[config.mk]
export PLATFORM = sky130hd
export DESIGN_NAME = i2c_burst_read_sequencer_unit
export DESIGN_NICKNAME = d
export VERILOG_FILES = /design/src/sv/ibrs_pkg.sv /design/src/sv/ibrs_cfg_regs.sv /design/src/sv/ibrs_seq.sv /design/src/sv/i2c_burst_read_sequencer_unit.sv
export SDC_FILE = /design/constraint.sdc
export NUM_CORES = 1
export LEC_CHECK = 0
export BUFFER_PORTS_ARGS = -buffer_cell sky130_fd_sc_hd__buf_4
export CAP_MARGIN = 20
export CELL_PAD_IN_SITES_DETAIL_PLACEMENT = 0
export CELL_PAD_IN_SITES_GLOBAL_PLACEMENT = 1
export CORE_ASPECT_RATIO = 2
export CORE_UTILIZATION = 39
export DETAILED_ROUTE_END_ITERATION = 6
export MAX_ROUTING_LAYER = met4
export PLACE_DENSITY_LB_ADDON = 0.08
export SYNTH_ARGS = -nofsm -noshare
export SYNTH_HDL_FRONTEND = slang
export SYNTH_SLANG_ARGS = --single-unit
[constraint.sdc]
create_clock -name clk -period 2.5 [get_ports clk]
set_input_delay 0 -clock clk [delete_from_list [all_inputs] [get_ports clk]]
set_output_delay 0 -clock clk [all_outputs]
set_load 0.1 [all_outputs]
[src/sv/ibrs_pkg.sv]
// ----------------------------------------------------------------------------
// ibrs_pkg: shared types and constants of the I2C burst read sequencer
// Holds the phase encoding, bus command codes, register indexes and the
// item and result structures that travel between the sequencer modules.
// ----------------------------------------------------------------------------
`default_nettype none

package ibrs_pkg;

  // Number of bytes read in one burst (2..64)
  localparam int BURST_BYTES = 14;
  localparam int CNT_W       = 6;
  localparam int WIDX_W      = 5;

  localparam logic [7:0] WADDR_RST = 8'd208;
  localparam logic [7:0] RADDR_RST = 8'd209;
  localparam logic [7:0] FIRST_RST = 8'd59;

  typedef enum logic [8:0] {
    PH_READY   = 9'b000000001,
    PH_START   = 9'b000000010,
    PH_ADDRW   = 9'b000000100,
    PH_REG     = 9'b000001000,
    PH_RESTART = 9'b000010000,
    PH_ADDRR   = 9'b000100000,
    PH_RCV     = 9'b001000000,
    PH_ACK     = 9'b010000000,
    PH_STOP    = 9'b100000000
  } phase_t;

  typedef enum logic [2:0] {
    CMD_NONE    = 3'd0,
    CMD_START   = 3'd1,
    CMD_TX      = 3'd2,
    CMD_RESTART = 3'd3,
    CMD_RX      = 3'd4,
    CMD_ACKBIT  = 3'd5,
    CMD_STOP    = 3'd6
  } cmd_t;

  typedef enum logic [1:0] {
    CFG_WADDR = 2'd0,
    CFG_RADDR = 2'd1,
    CFG_FIRST = 2'd2
  } cfg_idx_t;

  localparam logic MODE_START = 1'b0;

  typedef struct packed {
    logic [7:0] waddr;
    logic [7:0] raddr;
    logic [7:0] first_reg;
  } cfg_t;

  typedef struct packed {
    logic       mode;
    logic       ack_received;
    logic [7:0] rx_byte;
  } in_item_t;

  typedef struct packed {
    cmd_t              bus_command;
    logic [7:0]        tx_byte;
    logic              ack_level;
    logic              word_valid;
    logic [WIDX_W-1:0] word_index;
    logic [15:0]       word_value;
    logic              burst_done;
    logic              aborted;
    logic              idle;
  } result_t;

endpackage

`default_nettype wire

[src/sv/ibrs_cfg_regs.sv]
// ----------------------------------------------------------------------------
// ibrs_cfg_regs: configuration register file
// Holds the device address bytes and the first register pointer.
// ----------------------------------------------------------------------------
`default_nettype none

module ibrs_cfg_regs (
  input  wire logic              clk,
  input  wire logic              rst_n,
  input  wire logic              cfg_valid,
  output logic                   cfg_ready,
  input  wire logic [1:0]        cfg_index,
  input  wire logic [7:0]        cfg_data,
  output ibrs_pkg::cfg_t         cfg
);
  import ibrs_pkg::*;

  cfg_t cfg_r;
  cfg_t cfg_nxt;

  assign cfg_ready = 1'b1;
  assign cfg       = cfg_r;

  always_comb begin
    cfg_nxt = cfg_r;
    if (cfg_valid) begin
      unique case (cfg_index)
        CFG_WADDR: cfg_nxt.waddr     = cfg_data;
        CFG_RADDR: cfg_nxt.raddr     = cfg_data;
        CFG_FIRST: cfg_nxt.first_reg = cfg_data;
        default:   cfg_nxt           = cfg_r;  // unused index: drop
      endcase
    end
  end

  always_ff @(posedge clk) begin
    if (!rst_n) begin
      cfg_r.waddr     <= WADDR_RST;
      cfg_r.raddr     <= RADDR_RST;
      cfg_r.first_reg <= FIRST_RST;
    end else begin
      cfg_r <= cfg_nxt;
    end
  end

endmodule

`default_nettype wire

[src/sv/ibrs_seq.sv]
// ----------------------------------------------------------------------------
// ibrs_seq: phase sequencer and word assembler
// Computes the result of one item from the held phase, byte count and high
// byte, and advances that state when the item is taken.
// ----------------------------------------------------------------------------
`default_nettype none

module ibrs_seq (
  input  wire logic               clk,
  input  wire logic               rst_n,
  input  wire logic               step_en,
  input  wire ibrs_pkg::in_item_t item,
  input  wire ibrs_pkg::cfg_t     cfg,
  output ibrs_pkg::result_t       res
);
  import ibrs_pkg::*;

  phase_t           phase_r, phase_nxt;
  logic [CNT_W-1:0] cnt_r, cnt_nxt;
  logic [7:0]       held_r, held_nxt;
  logic [CNT_W:0]   cnt_inc;

  assign cnt_inc = {1'b0, cnt_r} + (CNT_W+1)'(1);

  always_comb begin
    phase_nxt = phase_r;
    cnt_nxt   = cnt_r;
    held_nxt  = held_r;
    res       = '0;
    res.bus_command = CMD_NONE;

    if (item.mode == MODE_START) begin
      if (phase_r == PH_READY) begin
        cnt_nxt         = '0;
        held_nxt        = '0;
        phase_nxt       = PH_START;
        res.bus_command = CMD_START;
      end
    end else begin
      unique case (phase_r)
        PH_READY: begin
          phase_nxt = PH_READY;
        end
        PH_START: begin
          res.bus_command = CMD_TX;
          res.tx_byte     = cfg.waddr;
          phase_nxt       = PH_ADDRW;
        end
        PH_ADDRW: begin
          if (item.ack_received) begin
            res.bus_command = CMD_TX;
            res.tx_byte     = cfg.first_reg;
            phase_nxt       = PH_REG;
          end else begin
            res.bus_command = CMD_STOP;
            res.aborted     = 1'b1;
            phase_nxt       = PH_STOP;
          end
        end
        PH_REG: begin
          if (item.ack_received) begin
            res.bus_command = CMD_RESTART;
            phase_nxt       = PH_RESTART;
          end else begin
            res.bus_command = CMD_STOP;
            res.aborted     = 1'b1;
            phase_nxt       = PH_STOP;
          end
        end
        PH_RESTART: begin
          res.bus_command = CMD_TX;
          res.tx_byte     = cfg.raddr;
          phase_nxt       = PH_ADDRR;
        end
        PH_ADDRR: begin
          if (item.ack_received) begin
            res.bus_command = CMD_RX;
            phase_nxt       = PH_RCV;
          end else begin
            res.bus_command = CMD_STOP;
            res.aborted     = 1'b1;
            phase_nxt       = PH_STOP;
          end
        end
        PH_RCV: begin
          // even byte is the high half, odd byte completes a word
          if (!cnt_r[0]) begin
            held_nxt = item.rx_byte;
          end else begin
            res.word_valid = 1'b1;
            res.word_index = cnt_r[CNT_W-1:1];
            res.word_value = {held_r, item.rx_byte};
          end
          if (cnt_inc >= (CNT_W+1)'(BURST_BYTES)) begin
            res.ack_level  = 1'b1;
            res.burst_done = 1'b1;
          end
          cnt_nxt         = cnt_inc[CNT_W-1:0];
          res.bus_command = CMD_ACKBIT;
          phase_nxt       = PH_ACK;
        end
        PH_ACK: begin
          // a wrapped count of zero also ends the burst
          if ((cnt_r != '0) && ({1'b0, cnt_r} < (CNT_W+1)'(BURST_BYTES))) begin
            res.bus_command = CMD_RX;
            phase_nxt       = PH_RCV;
          end else begin
            res.bus_command = CMD_STOP;
            phase_nxt       = PH_STOP;
          end
        end
        PH_STOP: begin
          phase_nxt = PH_READY;
        end
        default: begin
          phase_nxt = PH_READY;
        end
      endcase
    end

    res.idle = (phase_nxt == PH_READY);
  end

  always_ff @(posedge clk) begin
    if (!rst_n) begin
      phase_r <= PH_READY;
      cnt_r   <= '0;
      held_r  <= '0;
    end else if (step_en) begin
      phase_r <= phase_nxt;
      cnt_r   <= cnt_nxt;
      held_r  <= held_nxt;
    end
  end

endmodule

`default_nettype wire

[src/sv/i2c_burst_read_sequencer_unit.sv]
// An accepted item passes the input register, then the result register, before
//   its result can be taken on out_.
// Throughput: one item per cycle unless out_ stalls; the state updates in one step.
// Reset (rst_n low, synchronous): both stages empty, phase ready, byte count
//   and high byte cleared, configuration registers back to 208, 209 and 59.
// ----------------------------------------------------------------------------
// i2c_burst_read_sequencer_unit: top level of the I2C burst read sequencer
// Registers each item, steps the sequencer and holds the result until taken.
// ----------------------------------------------------------------------------
`default_nettype none

module i2c_burst_read_sequencer_unit (
  input  wire logic        clk,
  input  wire logic        rst_n,
  // input channel
  input  wire logic        in_tvalid,
  output logic             in_tready,
  input  wire logic [15:0] in_tdata,   // [0] ack_received, [8:1] rx_byte, rest zero
  input  wire logic [0:0]  in_tuser,   // [0] mode
  // result channel
  output logic             out_tvalid,
  input  wire logic        out_tready,
  output logic [39:0]      out_tdata,  // [2:0] bus_command, [10:3] tx_byte,
                                       // [11] ack_level, [12] word_valid,
                                       // [17:13] word_index, [33:18] word_value,
                                       // [34] aborted, [35] idle, rest zero
  output logic             out_tlast,  // burst_done
  // configuration write channel
  input  wire logic        cfg_valid,
  output logic             cfg_ready,
  input  wire logic [1:0]  cfg_index,
  input  wire logic [7:0]  cfg_data
);
  import ibrs_pkg::*;

  cfg_t     cfg;
  in_item_t s1_item_r;
  logic     s1_valid_r, s1_valid_nxt;
  result_t  res;
  result_t  out_res_r;
  logic     out_valid_r, out_valid_nxt;
  logic     out_free;
  logic     s1_move;
  logic     in_fire;

  ibrs_cfg_regs u_cfg (
    .clk       (clk),
    .rst_n     (rst_n),
    .cfg_valid (cfg_valid),
    .cfg_ready (cfg_ready),
    .cfg_index (cfg_index),
    .cfg_data  (cfg_data),
    .cfg       (cfg)
  );

  // Advance the input stage whenever the result register is empty or drains
  assign out_free  = !out_valid_r || out_tready;
  assign s1_move   = s1_valid_r && out_free;
  assign in_tready = !s1_valid_r || out_free;
  assign in_fire   = in_tvalid && in_tready;

  // Step the state only when the registered item moves into the result stage
  ibrs_seq u_seq (
    .clk     (clk),
    .rst_n   (rst_n),
    .step_en (s1_move),
    .item    (s1_item_r),
    .cfg     (cfg),
    .res     (res)
  );

  always_comb begin
    s1_valid_nxt = s1_valid_r;
    if (in_fire) begin
      s1_valid_nxt = 1'b1;
    end else if (s1_move) begin
      s1_valid_nxt = 1'b0;
    end

    out_valid_nxt = out_valid_r;
    if (s1_move) begin
      out_valid_nxt = 1'b1;
    end else if (out_tready) begin
      out_valid_nxt = 1'b0;
    end
  end

  always_ff @(posedge clk) begin
    if (!rst_n) begin
      s1_valid_r  <= 1'b0;
      out_valid_r <= 1'b0;
    end else begin
      s1_valid_r  <= s1_valid_nxt;
      out_valid_r <= out_valid_nxt;
    end
  end

  // Payload registers: capture on accept, hold otherwise
  always_ff @(posedge clk) begin
    if (in_fire) begin
      s1_item_r.mode         <= in_tuser[0];
      s1_item_r.ack_received <= in_tdata[0];
      s1_item_r.rx_byte      <= in_tdata[8:1];
    end
    if (s1_move) begin
      out_res_r <= res;
    end
  end

  assign out_tvalid = out_valid_r;
  assign out_tlast  = out_res_r.burst_done;
  assign out_tdata  = {4'b0000,
                       out_res_r.idle,
                       out_res_r.aborted,
                       out_res_r.word_value,
                       out_res_r.word_index,
                       out_res_r.word_valid,
                       out_res_r.ack_level,
                       out_res_r.tx_byte,
                       out_res_r.bus_command};

endmodule

`default_nettype wire

==> results of run 1 <==
## sequential cells by signal, summed over array words and instances, names as in the netlist
register,count
u_seq.phase_r,9
s1_item_r,10
u_cfg.cfg,24
out_tlast,1
u_seq.cnt_r,6
out_tdata,35
u_seq.held_r,8
out_tvalid,1
s1_valid_r,1
## area by class of cell
type                    instances  area, µm²  area share [%]
repair buffers                101        811            15.7
clock inverters                 7       62.6            1.21
inverters                       7       27.5           0.531
well taps                     135        169            3.26
multi-input cells             243       1520            29.4
clock buffers                   9        225            4.35
flip-flops and latches         95       2360            45.6
## final timing paths
path / to / slack, ps
min: u_cfg.cfg[20]$_SDFFE_PN1P_ / 190
max reg2reg: u_seq.held_r[1]$_SDFFE_PN0P_ / 350
min reg2reg: u_cfg.cfg[7]$_SDFFE_PN0P_ / 460
max: u_seq.held_r[1]$_SDFFE_PN0P_ / 350
## metal layers
metal	track usage, %	wire [µm]	up-vias
li1	-	-	1535
met1	19.1	3410	1507
met2	35.7	5500	64
met3	2.69	262	18
met4	10.7	340	0
met5	-	0	-
## layout by cell type (no fill, tap or decap), types with 10 or more instances in the layout
| cell type | netlist | routed |
|---|---|---|
| mux2i_1 | 16 | 16 |
| nor2_1 | 29 | 29 |
| edfxtp_1 | 46 | 46 |
| nand3_1 | 14 | 14 |
| dlygate4sd3_1 | 0 | 21 |
| dfxtp_1 | 49 | 48 |
| and3_1 | 22 | 22 |
| nor3_1 | 11 | 10 |
| nand2_1 | 43 | 43 |
| a21oi_1 | 12 | 12 |
| buf_4 | 6 | 80 |
## power groups by stage
| stage | logic, mW | registers, mW | clock network, mW |
|---|---|---|---|
| final | 0.448 | 1.71 | 1.34 |
| after global routing | 0.473 | 1.72 | 1.42 |
| after CTS | 0.453 | 1.71 | 1.36 |
| after detailed placement | 0.426 | 1.75 | 0 |
| after global placement | 0.422 | 1.75 | 0 |
| after floorplan | 0.155 | 1.90 | 0 |
## what timing repair did
action / in CTS / in global routing
endpoints found under the hold margin: 36 / 0
setup buffers: 0 / 0
hold buffers: 21 / 0
## cell families (layout without fill, tap and decap cells)
family / Yosys count / after routing / synth area share [%]
xor+xnor: 7 / 7 / 1.51
other cells: 2 / 5 / 0.185
buf+inv: 40 / 124 / 4.66
simple gates: 158 / 158 / 20.5
compound gates: 53 / 53 / 9.72
mux: 17 / 17 / 4.23
fa+ha+maj: 3 / 3 / 0.925
flops: 95 / 95 / 58.2
## critical path, delay by kind of cell, from the launching register on
kind / cells / cell delay [ps]
flip-flops: 1 / 450
AND/OR/NAND/NOR: 3 / 1460
AO/OA/AOI/OAI: 1 / 190
## stage by stage
step,instance area [µm²],hold slack [ps],utilization (%)
after floorplan,4070,98.9,-
after global placement,4680,179,46.4
after detailed placement,4680,179,46.4
after CTS,5180,180,51.4
after global routing,5180,217,51.4
final,5180,188,51.4
==> results.py, run 1 <==
metrics = {
    "run_status": {
        "status": "complete, no violations",
    },
    "global_route": {
        "grt_max_degree": 30,
        "antenna_found_initial": 0,
        "grt_pass1_vias": 3122,
        "grt-ovfl-total": 0,
        "gr-usage-all-layers_pct": 19.7,
        "grt_pass1_wl_um": 15300,
    },
    "power": {
        "power.switching_mw": 0.991,
        "power.density_nw_per_um2": 675,
        "clock_power_share_pct": 38.2,
        "swShare_pct": 28.3,
        "combPwrFrac_pct": 12.8,
        "pwr-share-seq_pct": 49.0,
        "vdd_drop_max_v": 0.000372,
        "p_int_mw": 2.51,
        "p_leak_nw": 2.05,
        "p_total_mw": 3.50,
    },
    "worst_setup_path": {
        "r2r.worst_path.cells": 4,
        "cpMostUsedCell": "or3_1",
        "rr_startpoint": "u_seq.phase_r[3]$_SDFFE_PN0P_",
        "worstPathCellList": "or3_1 > or3_1 > nor4_4 > a32o_1",
        "critical_path.max_stage_delay_ps": 560,
        "worst_setup_path_start_kind": "flip-flop",
        "crit_arrival_ps": 2440,
        "worstSetupEndpointType": "flip-flop",
        "worstSetupPathType": "flip-flop to flip-flop",
        "cp_slowest_cell": "or3_1",
        "critPathRequiredTime_ps": 2790,
        "path_max_fanout": 13,
        "startpoint": "u_seq.phase_r[3]$_SDFFE_PN0P_",
    },
    "detailed_routing": {
        "dr.first_iter.drc_count": 199,
        "firstDrtPassIters": 5,
        "drt-total-wl_um": 9510,
        "num_vias": 3124,
        "drc": 0,
        "antenna_left": 0,
        "routedWlPerCell_um": 15.9,
        "viasPerCell": 5.23,
    },
    "layout": {
        "fill_cells": 946,
        "drive_gt1_share_pct": 22.5,
        "area_delta_synth_final_pct": 27.7,
        "antenna_cells": 0,
        "instances_no_fill": 597,
        "nNetsFinal": 492,
    },
    "floorplanning": {
        "start_util_pct": 40.2,
        "die-area_um2": 10800,
        "pin_count": 76,
        "coreArea_um2": 10100,
        "rows": 52,
        "dieHeight_um": 146,
        "die-width_um": 74.1,
    },
    "sta": {
        "finClkSkew_ps": 9.96,
        "period_needed_ps": 2150,
        "timing.final.hold_violations": 0,
        "worstMarginPinSlew_ps": 650,
        "drv_slew": 0,
        "rsz0062_at_grt": "false",
        "finalCritPeriodShare_pct": 86.2,
        "setup_tns_ps": 0,
        "final.setup.worst_slack_ps": 345,
        "fmax_mhz": 464,
        "setup_violations": 0,
        "max_slew_margin_pct": 56.6,
    },
    "clocking": {
        "cts_root_buf": "clkbuf_16",
        "cts_htree_levels": 3,
        "cts.clk_slew.worst_paths_ps": 70,
        "cts_tree": "built",
        "clkLatencyLatePin_ps": 350,
        "max-clock-path-buffers": 2,
        "cts.sinks": 95,
        "numCtsBuffers": 9,
        "cts.repair.resized": 0,
    },
    "run": {
        "maxCapViolCount": 0,
    },
    "logic_synthesis": {
        "synth.cell_area_um2": 4060,
        "synth_edf_count": 46,
        "synth_top_cells_by_count": "49 x dfxtp_1, 46 x edfxtp_1, 43 x nand2_1",
        "synth_seq_cells": 95,
        "netlist_instances": 375,
        "synth_most_common_cell": "dfxtp_1",
        "synth_flop_cell": "dfxtp_1",
        "yosysTopAreaCellShare_pct": 34.1,
        "yosysTopAreaCell": "edfxtp_1",
        "avgSynthCellArea_um2": 10.8,
        "async_flop_share_pct": 0,
        "ys_types": 54,
        "yosys_warnings": 0,
        "yosys-top-cells-area": "edfxtp_1 34%, dfxtp_1 24%, nand2_1 4.0%",
        "ys_seq_area_share_pct": 58.2,
    },
    "place": {
        "place_inst": 560,
        "port_buffers": 63,
        "gp_congestion": 0.829,
        "dp_slack_ps": 332,
        "post-dp-hpwl_um": 6820,
    },
    "worst_hold_path": {
        "hold-path-cell-count": 5,
        "hp-start": "cfg_index[0]",
        "hold_path.class": "input port to flip-flop",
    },
}
Note: power is estimated with default switching activity, not from simulation.
==> inputs of run 2 (changes only) <==
==> constraint.sdc (replaced) <==
create_clock -name clk -period 2.5 [get_ports clk]
set_input_delay 0 -clock clk [delete_from_list [all_inputs] [get_ports clk]]
set_output_delay 0 -clock clk [all_outputs]
set_load 0.05 [all_outputs]
==> run 2 against run 1 <==
Effect of this change: routed wire length up 1.7%; total power about the same; non-clock buffer count up 3; count of clock-buffer cells in the layout unchanged; critical path depth unchanged; first-iteration DRC count down 13%; worst setup slack better by 58 ps; cell area up 0.87%; combinational power down 21%; fmax up 2.8%; worst hold slack worse by 9.4 ps.
==> results.py, run 2 (synthesis gave the netlist of run 1 again) <==
metrics = {
    "run_status": {
        "status": "complete, no violations",
    },
    "power": {
        "p_leak_nw": 2.06,
        "vdd_drop_max_v": 0.000464,
        "power.density_nw_per_um2": 669,
    },
    "sta": {
        "finClkSkew_ps": 12.8,
        "drv_slew": 0,
        "max_slew_margin_pct": 58.7,
        "setup_violations": 0,
        "rsz0062_at_grt": "false",
        "whs_ps": 179,
        "worstMarginPinSlew_ps": 617,
        "final.setup.worst_slack_ps": 404,
        "period_needed_ps": 2100,
        "fmax_mhz": 477,
        "setup_tns_ps": 0,
        "timing.final.hold_violations": 0,
        "finalCritPeriodShare_pct": 83.9,
    },
    "worst_setup_path": {
        "crit_arrival_ps": 2380,
        "critPathRequiredTime_ps": 2780,
        "path_max_fanout": 9,
        "worst_setup_path_start_kind": "flip-flop",
        "r2r.worst_path.cells": 4,
        "worstSetupEndpointType": "flip-flop",
        "worstSetupPathType": "flip-flop to flip-flop",
    },
    "global_route": {
        "grt_pass1_vias": 3193,
        "antenna_found_initial": 0,
        "gr-usage-all-layers_pct": 20.1,
        "grt-ovfl-total": 0,
        "grt_pass1_wl_um": 15800,
        "grt_max_degree": 30,
    },
    "clocking": {
        "max-clock-path-buffers": 2,
        "cts_root_buf": "clkbuf_16",
        "clkLatencyLatePin_ps": 350,
        "cts.clk_slew.worst_paths_ps": 70,
        "numCtsBuffers": 9,
        "cts_htree_levels": 3,
        "cts_tree": "built",
        "cts.sinks": 95,
    },
    "floorplanning": {
        "die-width_um": 74.1,
        "start_util_pct": 40.2,
        "coreArea_um2": 10100,
        "rows": 52,
        "dieHeight_um": 146,
        "die-area_um2": 10800,
        "pin_count": 76,
    },
    "layout": {
        "instances_no_fill": 600,
        "nNetsFinal": 495,
        "layout_commonest_cell": "buf_4",
        "antenna_cells": 0,
        "final_util_pct": 51.8,
        "area_delta_synth_final_pct": 28.8,
        "largest_reg_flops": 35,
        "fill_cells": 957,
        "final_cell_mix": "82 x buf_4, 49 x dfxtp_1, 46 x edfxtp_1",
        "drive_gt1_share_pct": 22.6,
    },
    "worst_hold_path": {
        "hold-path-cell-count": 5,
        "hold_path.class": "input port to flip-flop",
    },
    "detailed_routing": {
        "firstDrtPassIters": 4,
        "antenna_left": 0,
        "num_vias": 3137,
        "wirelength_met1_um": 3450,
        "wl_met3_um": 288,
        "drc": 0,
        "viasPerCell": 5.23,
        "dr.first_iter.drc_count": 174,
        "routedWlPerCell_um": 16.1,
        "met2_length_um": 5650,
        "highest_layer": "met4",
        "drt-total-wl_um": 9670,
    },
    "run": {
        "maxCapViolCount": 0,
    },
    "place": {
        "gp_congestion": 0.859,
        "post-dp-hpwl_um": 6900,
        "dp_slack_ps": 416,
        "place_inst": 562,
        "port_buffers": 63,
    },
}
## run 2: final cells by class
cell class	instances	area, µm²	area share (%)
repair buffers	104	836	16.0
inverters	7	27.5	0.527
clock buffers	9	225	4.31
multi-input cells	243	1520	29.1
flip-flops and latches	95	2360	45.2
well taps	135	169	3.23
clock inverters	7	83.8	1.60
## run 2: through the flow
step	area, µm²	power (mW)
after floorplan	4070	1.95
after global placement	4700	2.07
after detailed placement	4700	2.08
after CTS	5230	3.53
after global routing	5230	3.62
final	5230	3.50
## run 2: critical path: stages (launching register included)
cell and delay (ps):
dfxtp_1 400, or4_1 520, or3_1 510, or4_1 520, o21ai_1 80
## run 2: power breakdown
group / switching [mW] / internal, mW / total, mW
Clock: 0.635 / 0.797 / 1.43
Sequential: 0.0265 / 1.68 / 1.71
Combinational: 0.227 / 0.129 / 0.356
## run 2: layer usage
layer,track usage (%),vias up
met5,-,-
met4,10.0,0
met3,3.31,14
met2,36.9,65
met1,19.1,1512
li1,-,1546
## run 2: worst paths after layout
check                                start                           to  slack [ps]
max          u_seq.phase_r[4]$_SDFFE_PN0P_  u_seq.cnt_r[2]$_SDFFE_PN0P_         400
min                           cfg_index[1]   u_cfg.cfg[22]$_SDFFE_PN1P_         180
max reg2reg  u_seq.phase_r[4]$_SDFFE_PN0P_  u_seq.cnt_r[2]$_SDFFE_PN0P_         400
min reg2reg      u_cfg.cfg[2]$_SDFFE_PN0P_    u_cfg.cfg[2]$_SDFFE_PN0P_         460
## run 2: what timing repair did
item | in CTS | in global routing
endpoints found under the hold margin | 36 | 0
gates resized for setup | 0 | 0
hold buffers | 22 | 0
setup buffers | 0 | 0
